--- src/rtl/core/hsva_pkg.sv ---
// ----------------------------------------------------------------------------
// HSV adjust package
// Shared widths, fixed-point constants, register indexes and helpers for the
// hue / saturation / value adjustment pipeline.
// ----------------------------------------------------------------------------
package hsva_pkg;

  // Channel width and packed stream width (four channels, padded to bytes).
  localparam int CHANNEL_BITS = 16;
  localparam int TDATA_W      = ((4 * CHANNEL_BITS + 7) / 8) * 8;

  // Hue and saturation are fractions with 24 fraction bits; one is 2^24.
  localparam int HUE_FRAC = 24;
  localparam int UNIT_W   = HUE_FRAC + 1;
  localparam logic [UNIT_W-1:0] UNIT_ONE = UNIT_W'(1) << HUE_FRAC;

  // Divider geometry: dividend below twice the divisor, 25 quotient bits.
  localparam int DIV_W      = CHANNEL_BITS + 3;
  localparam int QUO_W      = HUE_FRAC + 1;
  localparam int DIV_STEPS  = 4;
  localparam int DIV_STAGES = (QUO_W + DIV_STEPS - 1) / DIV_STEPS;

  // Pipeline register positions in the sideband shift line.
  localparam int IX_DIV_OUT = 1 + DIV_STAGES;
  localparam int IX_ADJ     = IX_DIV_OUT + 1;
  localparam int IX_HUE     = IX_ADJ + 1;
  localparam int IX_LANE    = IX_HUE + 2;
  localparam int IX_MIX     = IX_LANE + 1;
  localparam int IX_OUT     = IX_MIX + 1;
  localparam int PIPE_DEPTH = IX_OUT + 1;

  // Configuration registers.
  localparam int GAIN_W     = 17;
  localparam int CFG_ADDR_W = 8;
  localparam logic [GAIN_W-1:0] GAIN_UNITY = GAIN_W'(32768);
  localparam logic [GAIN_W-1:0] MIX_ONE    = GAIN_W'(65536);
  localparam logic [CFG_ADDR_W-1:0] CFG_HUE_SHIFT  = CFG_ADDR_W'(0);
  localparam logic [CFG_ADDR_W-1:0] CFG_SAT_GAIN   = CFG_ADDR_W'(1);
  localparam logic [CFG_ADDR_W-1:0] CFG_VAL_GAIN   = CFG_ADDR_W'(2);
  localparam logic [CFG_ADDR_W-1:0] CFG_MIX_FACTOR = CFG_ADDR_W'(3);

  // Width of the signed hue-ramp arithmetic (covers 6 * hue and offsets).
  localparam int RAMP_W = HUE_FRAC + 5;

  // Clamp a signed ramp value to the range 0..one.
  function automatic logic [UNIT_W-1:0] clamp_unit(input logic signed [RAMP_W-1:0] x);
    logic [UNIT_W-1:0] res;
    if (x < 0) begin
      res = '0;
    end else if (x > $signed({4'b0, UNIT_ONE})) begin
      res = UNIT_ONE;
    end else begin
      res = x[UNIT_W-1:0];
    end
    return res;
  endfunction

  // Absolute value of a signed ramp value.
  function automatic logic signed [RAMP_W-1:0] abs_ramp(input logic signed [RAMP_W-1:0] x);
    return (x < 0) ? -x : x;
  endfunction

endpackage

--- src/rtl/core/hsva_lane.sv ---
// ----------------------------------------------------------------------------
// HSV to RGB channel lane
// Turns value, saturation and one hue ramp into one color channel over two
// register stages.
// ----------------------------------------------------------------------------
module hsva_lane (
  input  logic                               clk,
  input  logic                               ce,
  input  logic [hsva_pkg::CHANNEL_BITS-1:0]  v,
  input  logic [hsva_pkg::UNIT_W-1:0]        s,
  input  logic [hsva_pkg::UNIT_W-1:0]        n,
  output logic [hsva_pkg::CHANNEL_BITS-1:0]  col
);

  localparam int T_W = 2 * hsva_pkg::HUE_FRAC + 1;
  localparam int P_W = hsva_pkg::CHANNEL_BITS + hsva_pkg::UNIT_W;

  logic [T_W-1:0]                     t;
  logic [hsva_pkg::CHANNEL_BITS-1:0]  v_d;
  logic [T_W-1:0]                     w_full;
  logic [hsva_pkg::UNIT_W-1:0]        w;
  logic [P_W-1:0]                     p;
  logic [P_W:0]                       p_rnd;

  // Desaturation term s * (1 - n).
  always_ff @(posedge clk) begin
    if (ce) begin
      t   <= T_W'(s * (hsva_pkg::UNIT_ONE - n));
      v_d <= v;
    end
  end

  // Rounded weight, then scale by value.
  assign w_full = (T_W'(1) << (2 * hsva_pkg::HUE_FRAC)) - t
                + (T_W'(1) << (hsva_pkg::HUE_FRAC - 1));
  assign w      = w_full[T_W-1 -: hsva_pkg::UNIT_W];

  always_ff @(posedge clk) begin
    if (ce) begin
      p <= P_W'(v_d * w);
    end
  end

  assign p_rnd = {1'b0, p} + ((P_W+1)'(1) << (hsva_pkg::HUE_FRAC - 1));
  assign col   = p_rnd[hsva_pkg::HUE_FRAC +: hsva_pkg::CHANNEL_BITS];

endmodule

--- config.mk ---
export PLATFORM = sky130hd
export DESIGN_NAME = hsva_lane
export DESIGN_NICKNAME = d
export VERILOG_FILES = /design/src/rtl/core/hsva_pkg.sv /design/src/rtl/core/hsva_lane.sv
export SDC_FILE = /design/constraint.sdc
export NUM_CORES = 2
export LEC_CHECK = 0
export ABC_CLOCK_PERIOD_IN_PS = 17300
export BUFFER_PORTS_ARGS = -buffer_cell sky130_fd_sc_hd__buf_2
export CAP_MARGIN = 30
export CELL_PAD_IN_SITES_DETAIL_PLACEMENT = 0
export CELL_PAD_IN_SITES_GLOBAL_PLACEMENT = 1
export CORE_ASPECT_RATIO = 0.5
export CORE_MARGIN = 4
export CORE_UTILIZATION = 45
export CTS_BUF_LIST = sky130_fd_sc_hd__clkbuf_8 sky130_fd_sc_hd__clkbuf_16
export DETAILED_ROUTE_END_ITERATION = 7
export HOLD_SLACK_MARGIN = 0.05
export MAX_ROUTING_LAYER = met4
export PLACE_DENSITY = 0.82
export REMOVE_ABC_BUFFERS = 1
export SETUP_SLACK_MARGIN = 0.3
export SYNTH_ARGS = -nofsm -noshare
export SYNTH_HDL_FRONTEND = slang
export SYNTH_SLANG_ARGS = --single-unit
--- constraint.sdc ---
create_clock -name clk -period 17.3 [get_ports clk]
set_clock_uncertainty 0.05 [all_clocks]
set_input_delay 3.46 -clock clk [delete_from_list [all_inputs] [get_ports clk]]
set_output_delay 3.46 -clock clk [all_outputs]
set_load 0.01 [all_outputs]
* Yosys cells after proc, flatten, opt, wreduce, memory -nomap -nowiden *
Cells that the tools add are included.

operators by class
  add/sub/neg operators = 4
  multipliers = 2

operators by type and width
  kind                      count
  $add A49 B24 Y49 const B  1
  $mul A26 B26 Y49          1
  $sub A49 B49 Y49 const A  1
  $add A40 B24 Y40 const B  1
  $mul A16 B25 Y40          1
  $sub A25 B25 Y26 const A  1

word-level totals
  output and inout port bits = 16
  register bits after elaboration = 105
  logic and storage cells = 9

* Longest topological paths before layout *
  depth after elaboration = 3
  mapped depth = 36
  depth with buffers taken out = 34

* Worst setup path after synthesis *
Ideal clock, no wire load.

  path kind = input to register
  from = in n[3] in the netlist's numbering
  to = reg t[47] (data pin)
  path slack = 5.764 ns
  stages = 33
  library setup time = 0.263 ns
  data required time = 16.987 ns
  arrival = 11.223 ns
  buffers on the path = 1
  path through = nor4_1 nand2b_1 or3_1 nor2_1 nand2_1 nor3_1 xnor2_1 clkbuf_1 nand2_1 fa_1 inv_1 fa_1 inv_1 fa_1 inv_1 fa_1 fa_1 inv_1 fa_1 inv_1 fa_1 ha_1 a21o_1 a21oi_1 o21ai_0 a221o_1 a221oi_1 and2_1 o21ai_0 nor3b_1 o221a_2 a311oi_1 xnor2_1

on the way
  cells in the longest elaborated chain, start to end = 2

ends and longest elaborated chain
  element               RTL line         RTL
  from (decl)           hsva_lane.sv:11  input logic [hsva_pkg::UNIT_W-1:0] n,
  $sub A25 B25 Y26      hsva_lane.sv:28  t <= T_W'(s * (hsva_pkg::UNIT_ONE - n));
  $mul A26 B26 Y49      hsva_lane.sv:28
  to (signal assigned)  hsva_lane.sv:28
  to (decl)             hsva_lane.sv:18  logic [T_W-1:0] t;

No other way between the ends.
A chain may end at the register's enable or synchronous reset.

* Final worst setup path *
  from = in n[0] in the netlist's numbering
  to = reg t[47] (data pin)

Same word-level chain as after synthesis.

==> impl_metrics.yaml <==
synth:
  synthFlopType: "edfxtp_1"
  yosysTopAreaCellShare: 0.480
  yosysWarnings: 0
  ys_seq_area_frac: 0.0680
  synthDistinctLibCells: 67
  ys_seq_elements: 82
  async_reset_ff_frac: 0
  syn-mean-instance-area_sq_um: 9.11
  synth_common_cells: "inv_1 (980), fa_1 (868), nand2_1 (740)"
  synth_area_leader_cell: "fa_1"
  yosysMostFrequentCell: "inv_1"
  syn-cell-area_sq_um: 36200
  synth-edff-count: 82
  syn_inst: 3977
  synth_top_cells_by_area: "fa_1 (48%), ha_1 (11%), inv_1 (10%), nand2_1 (7.7%), edfxtp_1 (6.8%)"
critical_path:
  path_common_cell: "fa_1"
  critPathLaunchType: "input pin"
  r2r_cells: 31
  required_ns: 17.34
  cpMaxStageDelayCell: "nor3_1"
  arrival_ns: 12.41
  critPathMaxFanout: 27
  setup.worst_path.class: "in2reg"
  end_kind: "flop"
  r2r_slack_ns: 7.80
  max_stage_delay_ns: 0.55
detailed_routing:
  vias: 26300
  drc_errors: 0
  drt_iter0_markers: 1691
  vias_per_cell: 5.21
  wl_per_cell_um: 19.2
  detail-route-antenna-nets: 0
  totalWireLength_um: 97000
  first_pass_iters: 5
clocking:
  cts_tree: "built"
  cts_resized: 0
  clkTransAtPathRegs_ns: 0.06
  holdBufCountCts: 0
  clkLatencyLatePin_ns: 0.35
  clk_path_buf_depth: 2
  cts_made_buffers: 9
  clockRootBuffer: "clkbuf_16"
  htreeDepth: 3
  post_cts_buffers: 0
  cts.sinks: 82
timing:
  rsz0062_at_grt: "no"
  relSlewSlack: 0.300
  slew_viol_final: 0
  finalSetupViolCount: 0
  max_freq_mhz: 80.9
  period_minus_slack_ns: 12.37
  worstMarginPinSlew_ns: 1.05
  final_hold_viol_count: 0
  tns_ns: 0
  min_period_over_period: 0.715
cells_and_area:
  nNetsFinal: 5198
  layout-drive-gt1-share: 0.0543
  diodes: 0
  area_growth_pct: 6.17
  final_cells: 5047
floorplanning:
  die_h_um: 209
  ios: 84
  start_util: 0.455
  die_x_um: 409
  dieArea_sq_um: 85400
  std_cell_rows: 73
  core_area_sq_um: 79600
placement:
  place_congestion: 0.915
  port_buffers: 83
  dp_hpwl_um: 70800
  placedCellCount: 5027
grt:
  antenna_found_initial: 0
  grt_pass1_vias: 29300
  gr-total-overflow: 0
  grt_max_degree: 69
  grt_pass1_wl_um: 158000
  track_usage: 0.242
flow_run:
  cap_violations: 0
min_path:
  min_delay_path_depth: 5
  hold_class: "reg2reg"
run_status:
  status: "finished, final reports clean"
-- worst paths after layout --
path	from	to
hold / removal	t[48]$_DFFE_PP_	p[39]$_DFFE_PP_
setup / recovery	n[0]	t[47]$_DFFE_PP_
setup reg to reg	t[4]$_DFFE_PP_	p[39]$_DFFE_PP_
hold reg to reg	t[48]$_DFFE_PP_	p[39]$_DFFE_PP_
-- registers in the layout (all words and copies together), names as in the netlist --
register	flops
p	17
v_d	16
t	49
-- placed cells by master, fill, tap and decap left out, drive strengths merged, types with 3 or more instances in the layout --
master / count
o211ai: 3
a221o: 5
nand2b: 18
nor2b: 21
a221oi: 3
or3: 6
nor3: 21
o21ai: 45
buf: 138
fa: 868
nand4b: 3
nor2: 58
nand4: 7
o21a: 12
a211oi: 6
xnor2: 82
inv: 983
and4: 4
and2: 316
ha: 307
a21oi: 54
nand3: 17
xor2: 44
clkbuf: 9
and3: 8
edfxtp: 82
or2: 17
nand2: 740
nor4: 15
o21bai: 3
a31oi: 8
a21o: 28
or4: 4
-- per-layer routing --
layer	GRT usage	vias up	wire length, um
met5	-	-	0
met4	0.0672	0	2850
met3	0.0466	188	8600
met2	0.380	1060	44000
met1	0.324	13500	41500
li1	-	11500	-
-- cells by family (layout without fill, tap and decap cells) --
group	after synthesis	after routing	synth area share
AND/OR/NAND/NOR	1262	1262	0.164
buffers and inverters	1151	1134	0.120
flip-flops	82	82	0.0680
adder cells (fa/ha/maj)	1175	1175	0.586
multiplexers	1	1	0.000276
AO/OA/AOI/OAI	180	180	0.0312
XOR/XNOR	126	126	0.0311
-- area by class of cell --
class	instances	area, sq um
sequential	82	2460
fill	7541	41200
timing repair buffer	138	905
clock inverter	7	67.6
multi-input combinational	2744	29800
clock buffer	9	225
inverter	980	3680
tap	1087	1360
-- per-stage QoR --
stage	setup WS [ns]	util	area, sq um	hold slack [ns]
after floorplan	5.47	-	35600	0.852
after global placement	4.77	0.478	38000	0.983
after detailed placement	4.63	0.478	38100	1.01
after CTS	4.98	0.482	38400	1.02
after global routing	4.49	0.483	38500	1.08
final	4.93	0.483	38500	1.00
-- worst max-delay path: cells and delay by family --
family | cells | cell delay, ns
adders and majority gates | 8 | 3.76
buffers and inverters | 7 | 0.91
AOI/OAI and AO/OA | 8 | 1.79
and+or+nand+nor | 7 | 2.17
xor gates and xnor gates | 2 | 0.26
Power is left out: the tool's default activity adds up to more than one toggle a clock period on the data nets, which glitch-free logic cannot reach.
