<file path="config.mk">
export PLATFORM = sky130hd
export DESIGN_NAME = hsva_div
export DESIGN_NICKNAME = d
export VERILOG_FILES = /design/src/rtl/core/hsva_pkg.sv /design/src/rtl/core/hsva_div.sv
export SDC_FILE = /design/constraint.sdc
export NUM_CORES = 2
export LEC_CHECK = 0
export BUFFER_PORTS_ARGS = -buffer_cell sky130_fd_sc_hd__buf_2
export CAP_MARGIN = 20
export CORE_MARGIN = 8
export CORE_UTILIZATION = 40
export DETAILED_ROUTE_END_ITERATION = 7
export HOLD_SLACK_MARGIN = 0.08
export MAX_ROUTING_LAYER = met4
export PLACE_DENSITY = 0.52
export RECOVER_POWER = 50
export SYNTH_ARGS = -nofsm -noshare
export SYNTH_HDL_FRONTEND = slang
export SYNTH_SLANG_ARGS = --single-unit
export TNS_END_PERCENT = 5
</file>
<file path="constraint.sdc">
create_clock -name clk -period 14.4 [get_ports clk]
set_input_delay 0.72 -clock clk [delete_from_list [all_inputs] [get_ports clk]]
set_output_delay 0.72 -clock clk [all_outputs]
set_load 0.01 [all_outputs]
</file>
<file path="src/rtl/core/hsva_pkg.sv">
// ----------------------------------------------------------------------------
// HSV adjust package
// Shared widths, fixed-point constants, register indexes and helpers for the
// hue / saturation / value adjustment pipeline.
// ----------------------------------------------------------------------------
package hsva_pkg;

  // Channel width and packed stream width (four channels, padded to bytes).
  localparam int CHANNEL_BITS = 16;
  localparam int TDATA_W      = ((4 * CHANNEL_BITS + 7) / 8) * 8;

  // Hue and saturation are fractions with 24 fraction bits; one is 2^24.
  localparam int HUE_FRAC = 24;
  localparam int UNIT_W   = HUE_FRAC + 1;
  localparam logic [UNIT_W-1:0] UNIT_ONE = UNIT_W'(1) << HUE_FRAC;

  // Divider geometry: dividend below twice the divisor, 25 quotient bits.
  localparam int DIV_W      = CHANNEL_BITS + 3;
  localparam int QUO_W      = HUE_FRAC + 1;
  localparam int DIV_STEPS  = 4;
  localparam int DIV_STAGES = (QUO_W + DIV_STEPS - 1) / DIV_STEPS;

  // Pipeline register positions in the sideband shift line.
  localparam int IX_DIV_OUT = 1 + DIV_STAGES;
  localparam int IX_ADJ     = IX_DIV_OUT + 1;
  localparam int IX_HUE     = IX_ADJ + 1;
  localparam int IX_LANE    = IX_HUE + 2;
  localparam int IX_MIX     = IX_LANE + 1;
  localparam int IX_OUT     = IX_MIX + 1;
  localparam int PIPE_DEPTH = IX_OUT + 1;

  // Configuration registers.
  localparam int GAIN_W     = 17;
  localparam int CFG_ADDR_W = 8;
  localparam logic [GAIN_W-1:0] GAIN_UNITY = GAIN_W'(32768);
  localparam logic [GAIN_W-1:0] MIX_ONE    = GAIN_W'(65536);
  localparam logic [CFG_ADDR_W-1:0] CFG_HUE_SHIFT  = CFG_ADDR_W'(0);
  localparam logic [CFG_ADDR_W-1:0] CFG_SAT_GAIN   = CFG_ADDR_W'(1);
  localparam logic [CFG_ADDR_W-1:0] CFG_VAL_GAIN   = CFG_ADDR_W'(2);
  localparam logic [CFG_ADDR_W-1:0] CFG_MIX_FACTOR = CFG_ADDR_W'(3);

  // Width of the signed hue-ramp arithmetic (covers 6 * hue and offsets).
  localparam int RAMP_W = HUE_FRAC + 5;

  // Clamp a signed ramp value to the range 0..one.
  function automatic logic [UNIT_W-1:0] clamp_unit(input logic signed [RAMP_W-1:0] x);
    logic [UNIT_W-1:0] res;
    if (x < 0) begin
      res = '0;
    end else if (x > $signed({4'b0, UNIT_ONE})) begin
      res = UNIT_ONE;
    end else begin
      res = x[UNIT_W-1:0];
    end
    return res;
  endfunction

  // Absolute value of a signed ramp value.
  function automatic logic signed [RAMP_W-1:0] abs_ramp(input logic signed [RAMP_W-1:0] x);
    return (x < 0) ? -x : x;
  endfunction

endpackage

</file>
<file path="src/rtl/core/hsva_div.sv">
// ----------------------------------------------------------------------------
// Pipelined fraction divider
// Computes floor(num * 2^24 / den) for num < 2 * den, a few quotient bits per
// register stage, restoring style.
// ----------------------------------------------------------------------------
module hsva_div (
  input  logic                            clk,
  input  logic                            ce,
  input  logic [hsva_pkg::DIV_W-1:0]      num,
  input  logic [hsva_pkg::DIV_W-1:0]      den,
  output logic [hsva_pkg::QUO_W-1:0]      quo
);

  logic [hsva_pkg::DIV_W:0]   rem_q [hsva_pkg::DIV_STAGES];
  logic [hsva_pkg::DIV_W-1:0] den_q [hsva_pkg::DIV_STAGES];
  logic [hsva_pkg::QUO_W-1:0] quo_q [hsva_pkg::DIV_STAGES];

  for (genvar st = 0; st < hsva_pkg::DIV_STAGES; st++) begin : g_stage
    logic [hsva_pkg::DIV_W:0]   rem_in;
    logic [hsva_pkg::DIV_W-1:0] den_in;
    logic [hsva_pkg::QUO_W-1:0] quo_in;
    logic [hsva_pkg::DIV_W:0]   rem_c;
    logic [hsva_pkg::QUO_W-1:0] quo_c;

    // Stage input: the operands for the first stage, else the previous stage.
    if (st == 0) begin : g_first
      assign rem_in = {1'b0, num};
      assign den_in = den;
      assign quo_in = '0;
    end else begin : g_next
      assign rem_in = rem_q[st-1];
      assign den_in = den_q[st-1];
      assign quo_in = quo_q[st-1];
    end

    // A few compare-and-subtract steps; the first step of all has no doubling.
    always_comb begin
      rem_c = rem_in;
      quo_c = quo_in;
      for (int j = 0; j < hsva_pkg::DIV_STEPS; j++) begin
        if (st * hsva_pkg::DIV_STEPS + j < hsva_pkg::QUO_W) begin
          if (st * hsva_pkg::DIV_STEPS + j != 0) begin
            rem_c = {rem_c[hsva_pkg::DIV_W-1:0], 1'b0};
          end
          if (rem_c >= {1'b0, den_in}) begin
            rem_c = rem_c - {1'b0, den_in};
            quo_c = {quo_c[hsva_pkg::QUO_W-2:0], 1'b1};
          end else begin
            quo_c = {quo_c[hsva_pkg::QUO_W-2:0], 1'b0};
          end
        end
      end
    end

    always_ff @(posedge clk) begin
      if (ce) begin
        rem_q[st] <= rem_c;
        den_q[st] <= den_in;
        quo_q[st] <= quo_c;
      end
    end
  end

  assign quo = quo_q[hsva_pkg::DIV_STAGES-1];

endmodule

</file>
## Word-level counts from Yosys, hierarchy flattened

Memory sizes are Yosys's and may differ from the RTL's.
Cells that the tools add are included.

| storage, ports and cells | value |
|---|---|
| output and inout bits | 25 |
| ROM bits | 0 |
| flip-flop bits (word level) | 0 |
| memory bits (writable) | 448 |
| memories | 3 |
| latch bits | 0 |
| bits of input ports | 40 |
| word-level logic and storage cells | 105 |

Memories:

| memory | words | bits a word | read ports | clocked after Yosys merged registers in | wr ports | line | RTL |
|---|---|---|---|---|---|---|---|
| quo_q | 7 | 25 | 7 | 0 | 7 | hsva_div.sv:16 | `logic [hsva_pkg::QUO_W-1:0] quo_q [hsva_pkg::DIV_STAGES];` |
| rem_q | 7 | 20 | 6 | 0 | 7 | hsva_div.sv:14 | `logic [hsva_pkg::DIV_W:0] rem_q [hsva_pkg::DIV_STAGES];` |
| den_q | 7 | 19 | 6 | 0 | 7 | hsva_div.sv:15 | `logic [hsva_pkg::DIV_W-1:0] den_q [hsva_pkg::DIV_STAGES];` |

| cells by class | value |
|---|---|
| eq/ne operators | 0 |
| reductions and logical operators | 0 |
| order comparisons | 25 |
| mux-type cells | 52 |
| shift-type cells | 0 |
| multiply operators | 0 |
| bitwise gates (word level) | 0 |
| add/subtract/negate cells | 25 |
| divide/modulo/power cells | 0 |

Operators by type and width:

| operator | number |
|---|---|
| $ge 20x19->1 | 24 |
| $mux 19 | 18 |
| $sub 19x19->19 | 18 |
| $mux 20 | 7 |
| $sub 20x19->20 | 7 |
| $mux 1 | 27 |
| $ge 19x19->1 | 1 |

## Logic depth before layout (Yosys ltp)

An unclocked memory read counts as a cell.

| logic depth | value |
|---|---|
| depth in word-level cells | 9 |
| mapped depth | 53 |
| gate-level depth less buffers | 47 |

## Least setup slack after synthesis

Ideal clock, no wire load.

| timing | value |
|---|---|
| path type | input -> register |
| from | in den[2] (netlist name) |
| to | mem rem_q[0][18] (netlist name) (data pin) |
| buffers on the path | 6 |
| arrival | 10918 ps |
| library setup time | 267 ps |
| data required time | 14133 ps |
| slack | 3215 ps |
| stages on the path | 46 |
| path through | inv_1 -> ha_1 -> o21ai_0 -> a21oi_1 -> o32ai_1 -> o211ai_1 -> o211ai_1 -> clkbuf_1 -> clkbuf_1 -> o21ai_0 -> fa_1 -> a21oi_1 -> o21ai_0 -> a21oi_1 -> o31ai_1 -> o41a_1 -> a221oi_1 -> o21a_1 -> [10 not listed] -> a21oi_1 -> o41ai_1 -> o211ai_1 -> clkbuf_1 -> mux2i_1 -> ha_1 -> or3_1 -> o221a_2 -> o31ai_1 -> a211oi_1 -> o31ai_1 -> nand2b_1 -> a21oi_1 -> o211a_1 -> inv_2 -> buf_2 -> a22oi_1 -> o21ai_0 |

RTL lines:

| item | line | RTL |
|---|---|---|
| start, declared | hsva_div.sv:10 | `input logic [hsva_pkg::DIV_W-1:0] den,` |
| end, declared | hsva_div.sv:14 |  |

==> impl_metrics.prom <==
# TYPE chip_impl_metric gauge
chip_impl_info{name="status",value="finished with violations"} 1
chip_impl_info{name="failed_checks",value="capacitance limit, slew limit"} 1
chip_impl_metric{name="globalRouteTotalUtil",unit=""} 0.201
chip_impl_metric{name="relSlewSlack",unit=""} -2.78
chip_impl_metric{name="grt_max_degree",unit=""} 97
chip_impl_metric{name="yosys_register_bits",unit=""} 337
chip_impl_metric{name="detail_route.wl_per_cell",unit="um"} 18.6
chip_impl_metric{name="final-seq-area",unit="mm^2"} 0.0101
chip_impl_metric{name="path_max_fanout",unit=""} 16
chip_impl_metric{name="maxSlewViolCount",unit=""} 142
chip_impl_metric{name="num_rows",unit=""} 110
chip_impl_metric{name="height_of_the_die",unit="um"} 316
chip_impl_metric{name="start_util",unit=""} 0.401
chip_impl_metric{name="number_of_unique_standard_cell_types_used_by_synthesis",unit=""} 93
chip_impl_metric{name="timing.critical_path.arrival",unit="ps"} 13490
chip_impl_metric{name="synth_top_area_frac",unit=""} 0.281
chip_impl_info{name="most_used_cell_along_the_critical_path",value="a21oi_1"} 1
chip_impl_metric{name="route.vias.total",unit=""} 29600
chip_impl_metric{name="cap_violations",unit=""} 2
chip_impl_metric{name="grt-ovfl-total",unit=""} 0
chip_impl_metric{name="dieArea",unit="mm^2"} 0.0998
chip_impl_info{name="yosys-top-cells-area",value="edfxtp_1, ha_1, xnor2_1, a21oi_1, mux2_2"} 1
chip_impl_metric{name="setup.reg_to_reg.worst_slack",unit="ps"} 1240
chip_impl_metric{name="dpl.hpwl",unit="mm"} 80.4
chip_impl_info{name="synth_top_family_by_area",value="compound AO/OA/AOI/OAI gates"} 1
chip_impl_metric{name="finish.net_count",unit=""} 4626
chip_impl_metric{name="finalCritPeriodShare",unit=""} 0.914
chip_impl_metric{name="clk_latency",unit="ps"} 610
chip_impl_info{name="crit_end",value="rem_q[3][16]$_DFFE_PP_"} 1
chip_impl_metric{name="tritoncts.num_buffers",unit=""} 43
chip_impl_info{name="clock_tree_from_tritoncts",value="built"} 1
chip_impl_metric{name="postCtsSetupRepairBufs",unit=""} 0
chip_impl_metric{name="post_synth_instance_area",unit="mm^2"} 0.0360
chip_impl_info{name="crit_type",value="register to register"} 1
chip_impl_info{name="rsz0062_at_grt",value="no"} 1
chip_impl_info{name="critical_path.slowest_cell",value="clkbuf_1"} 1
chip_impl_metric{name="routed-wl-met3",unit="mm"} 3.53
chip_impl_metric{name="synth-xor-area-share",unit=""} 0.0838
chip_impl_info{name="synth_largest_area_cell",value="edfxtp_1"} 1
chip_impl_metric{name="number_of_enable_type_register_cells_in_the_synthesized_netlist",unit=""} 337
chip_impl_metric{name="layout_cell_share_with_drive_strength_beyond_1",unit=""} 0.0828
chip_impl_metric{name="routed_wl_met2",unit="mm"} 46.3
chip_impl_metric{name="drt_drc_violations_left",unit=""} 0
chip_impl_metric{name="slowest_stage_delay_cp",unit="ps"} 660
chip_impl_info{name="mostFrequentLayoutCells",value="ha_1, a21oi_1, edfxtp_1"} 1
chip_impl_metric{name="drtPass1Iterations",unit=""} 5
chip_impl_info{name="postSynth.topFlopCell",value="edfxtp_1"} 1
chip_impl_info{name="worstHoldPathType",value="input port to register"} 1
chip_impl_metric{name="drt-total-wl",unit="mm"} 99.3
chip_impl_metric{name="synth_fa_ha_area_frac",unit=""} 0.163
chip_impl_metric{name="ff2ff_path_depth",unit=""} 48
chip_impl_metric{name="async_reset_ff_frac",unit=""} 0
chip_impl_info{name="worst_r2r_startpoint",value="den_q[2][0]$_DFFE_PP_"} 1
chip_impl_metric{name="syn2layout_area_growth",unit="%"} 9.17
chip_impl_metric{name="num_antenna_cells",unit=""} 0
chip_impl_metric{name="number_of_antenna_violations_at_the_first_check_in_global_routing",unit=""} 1
chip_impl_metric{name="finalSetupViolations",unit=""} 0
chip_impl_metric{name="coreArea",unit="mm^2"} 0.0896
chip_impl_metric{name="num_io_pins",unit=""} 65
chip_impl_metric{name="clkSlewWorstSetupHoldPaths",unit="ps"} 70
chip_impl_metric{name="fin_setup_tns",unit="ps"} 0
chip_impl_info{name="clk_root_buffer_cell",value="clkbuf_16"} 1
chip_impl_metric{name="synth.yosys.seq_area_share",unit=""} 0.281
chip_impl_info{name="launch_point_of_the_worst_path",value="den_q[2][0]$_DFFE_PP_"} 1
chip_impl_metric{name="yosysWarningCount",unit=""} 0
chip_impl_metric{name="h-tree-depth",unit=""} 2
chip_impl_metric{name="post_synth_and_or_nand_nor_area_fraction",unit=""} 0.142
chip_impl_metric{name="floorplan.die.width",unit="um"} 316
chip_impl_metric{name="gpl.final_weighted_congestion",unit=""} 0.886
chip_impl_metric{name="route.detailed.vias_per_inst",unit=""} 5.56
chip_impl_metric{name="cts-root-to-sink-buffers",unit=""} 3
chip_impl_metric{name="cts.sink_count",unit=""} 337
chip_impl_metric{name="synth_compound_gate_area_share",unit=""} 0.227
chip_impl_metric{name="buffer_ports.inserted",unit=""} 64
chip_impl_metric{name="layout_min_cycle_time",unit="ps"} 13160
chip_impl_metric{name="worstPathRequired",unit="ps"} 14730
chip_impl_info{name="worst_setup_path_start_kind",value="register"} 1
chip_impl_metric{name="cells_after_synthesis",unit=""} 4050
chip_impl_metric{name="fmax",unit="MHz"} 76.0
chip_impl_metric{name="routed_length_on_met1",unit="mm"} 47.4
chip_impl_metric{name="dr.first_iter.drc_count",unit=""} 1932
chip_impl_info{name="maxUsedRoutingLayer",value="met4"} 1
chip_impl_metric{name="timing_hold_violations_final",unit=""} 0
chip_impl_metric{name="worst_max_slew_pin_slew",unit="ps"} 5670
chip_impl_metric{name="synth.net_count",unit=""} 4554
chip_impl_metric{name="clock-skew-final",unit="ps"} 30.3
chip_impl_metric{name="syn_avg_cell_area",unit="um^2"} 8.88
chip_impl_metric{name="mux_cell_area_share_after_synthesis",unit=""} 0.0637
chip_impl_metric{name="fill_cells",unit=""} 8888
chip_impl_info{name="final_common_cell",value="ha_1"} 1
chip_impl_info{name="worst_r2r_endpoint",value="rem_q[3][16]$_DFFE_PP_"} 1
chip_impl_info{name="cp-end-kind",value="register"} 1
chip_impl_metric{name="multi_input_comb_area",unit="mm^2"} 0.0245
chip_impl_metric{name="postRouteAntennaNets",unit=""} 0
chip_impl_metric{name="via_count_of_the_first_global_routing_pass",unit=""} 28500
chip_impl_metric{name="grt_pass1_wl",unit="mm"} 158
## through the flow
stage | utilization | hold slack (ps) | instances | setup WS (ps) | cell area [um^2]
floorplan | - | 400 | 4050 | 3210 | 36000
global placement | 0.422 | 400 | 5252 | 864 | 37800
detailed placement | 0.422 | 405 | 5252 | 768 | 37800
CTS | 0.439 | 256 | 5332 | 698 | 39300
global route | 0.438 | 265 | 5333 | 142 | 39300
finish | 0.438 | 311 | 5333 | 1240 | 39300
## worst min-delay path by stage
stage	startpoint	endpoint	cells past startpoint
after floorplan	quo_q[0][0]$_DFFE_PP_	quo_q[1][4]$_DFFE_PP_	0
after global placement	quo_q[3][2]$_DFFE_PP_	quo_q[4][6]$_DFFE_PP_	0
after detailed placement	quo_q[1][0]$_DFFE_PP_	quo_q[2][4]$_DFFE_PP_	0
after CTS	den[11]	den_q[0][11]$_DFFE_PP_	1
after global routing	den[11]	den_q[0][11]$_DFFE_PP_	1
final	den[11]	den_q[0][11]$_DFFE_PP_	1
## worst max-delay path: cells and delay by family (launching register included)
family	cells	cell delay, ps
mux	3	960
flops	1	320
buf+inv	10	2660
simple gates	6	1240
fa+ha+maj	4	1300
compound gates	25	6380
## state kept, by name, indices dropped and copies added, names as in the netlist
signal and cells:
rem_q 114, quo_q 109, den_q 114
## per-layer routing
layer  up-vias  GRT usage
met5         -          -
met4         0     0.0431
met3        99     0.0220
met2       448      0.333
met1     13800      0.265
li1      15200          -
## synth_stat cells, drive strengths merged (60+ instances only)
cell	n
inv	291
o21a	90
nor3	87
nand2b	64
ha	457
a21o	121
nor2	297
o21ai	296
mux2i	60
edfxtp	337
mux2	149
xor2	115
a21oi	346
nand2	299
xnor2	229
## cell type report
cell class / instances / share of cell area
Clock inverter: 37 / 0.0116
Multi-Input combinational cell: 3343 / 0.623
Inverter: 292 / 0.0280
Tap cell: 1176 / 0.0375
Sequential cell: 337 / 0.258
Clock buffer: 43 / 0.0274
Timing Repair Buffer: 105 / 0.0150
## cell families (layout without fill, tap and decap cells)
| family | count (synthesis) | after routing |
|---|---|---|
| buf+inv | 370 | 477 |
| simple gates | 1065 | 1065 |
| fa+ha+maj | 464 | 464 |
| flops | 337 | 337 |
| compound gates | 1261 | 1261 |
| xor+xnor | 344 | 344 |
| mux | 209 | 209 |
## timing repair
action	CTS	global route
hold buffers	0	0
resized for setup	0	3
endpoints found under the setup margin	0	20
Power is left out: the tool's default activity adds up to more than one toggle a clock period on the data nets, which glitch-free logic cannot reach.
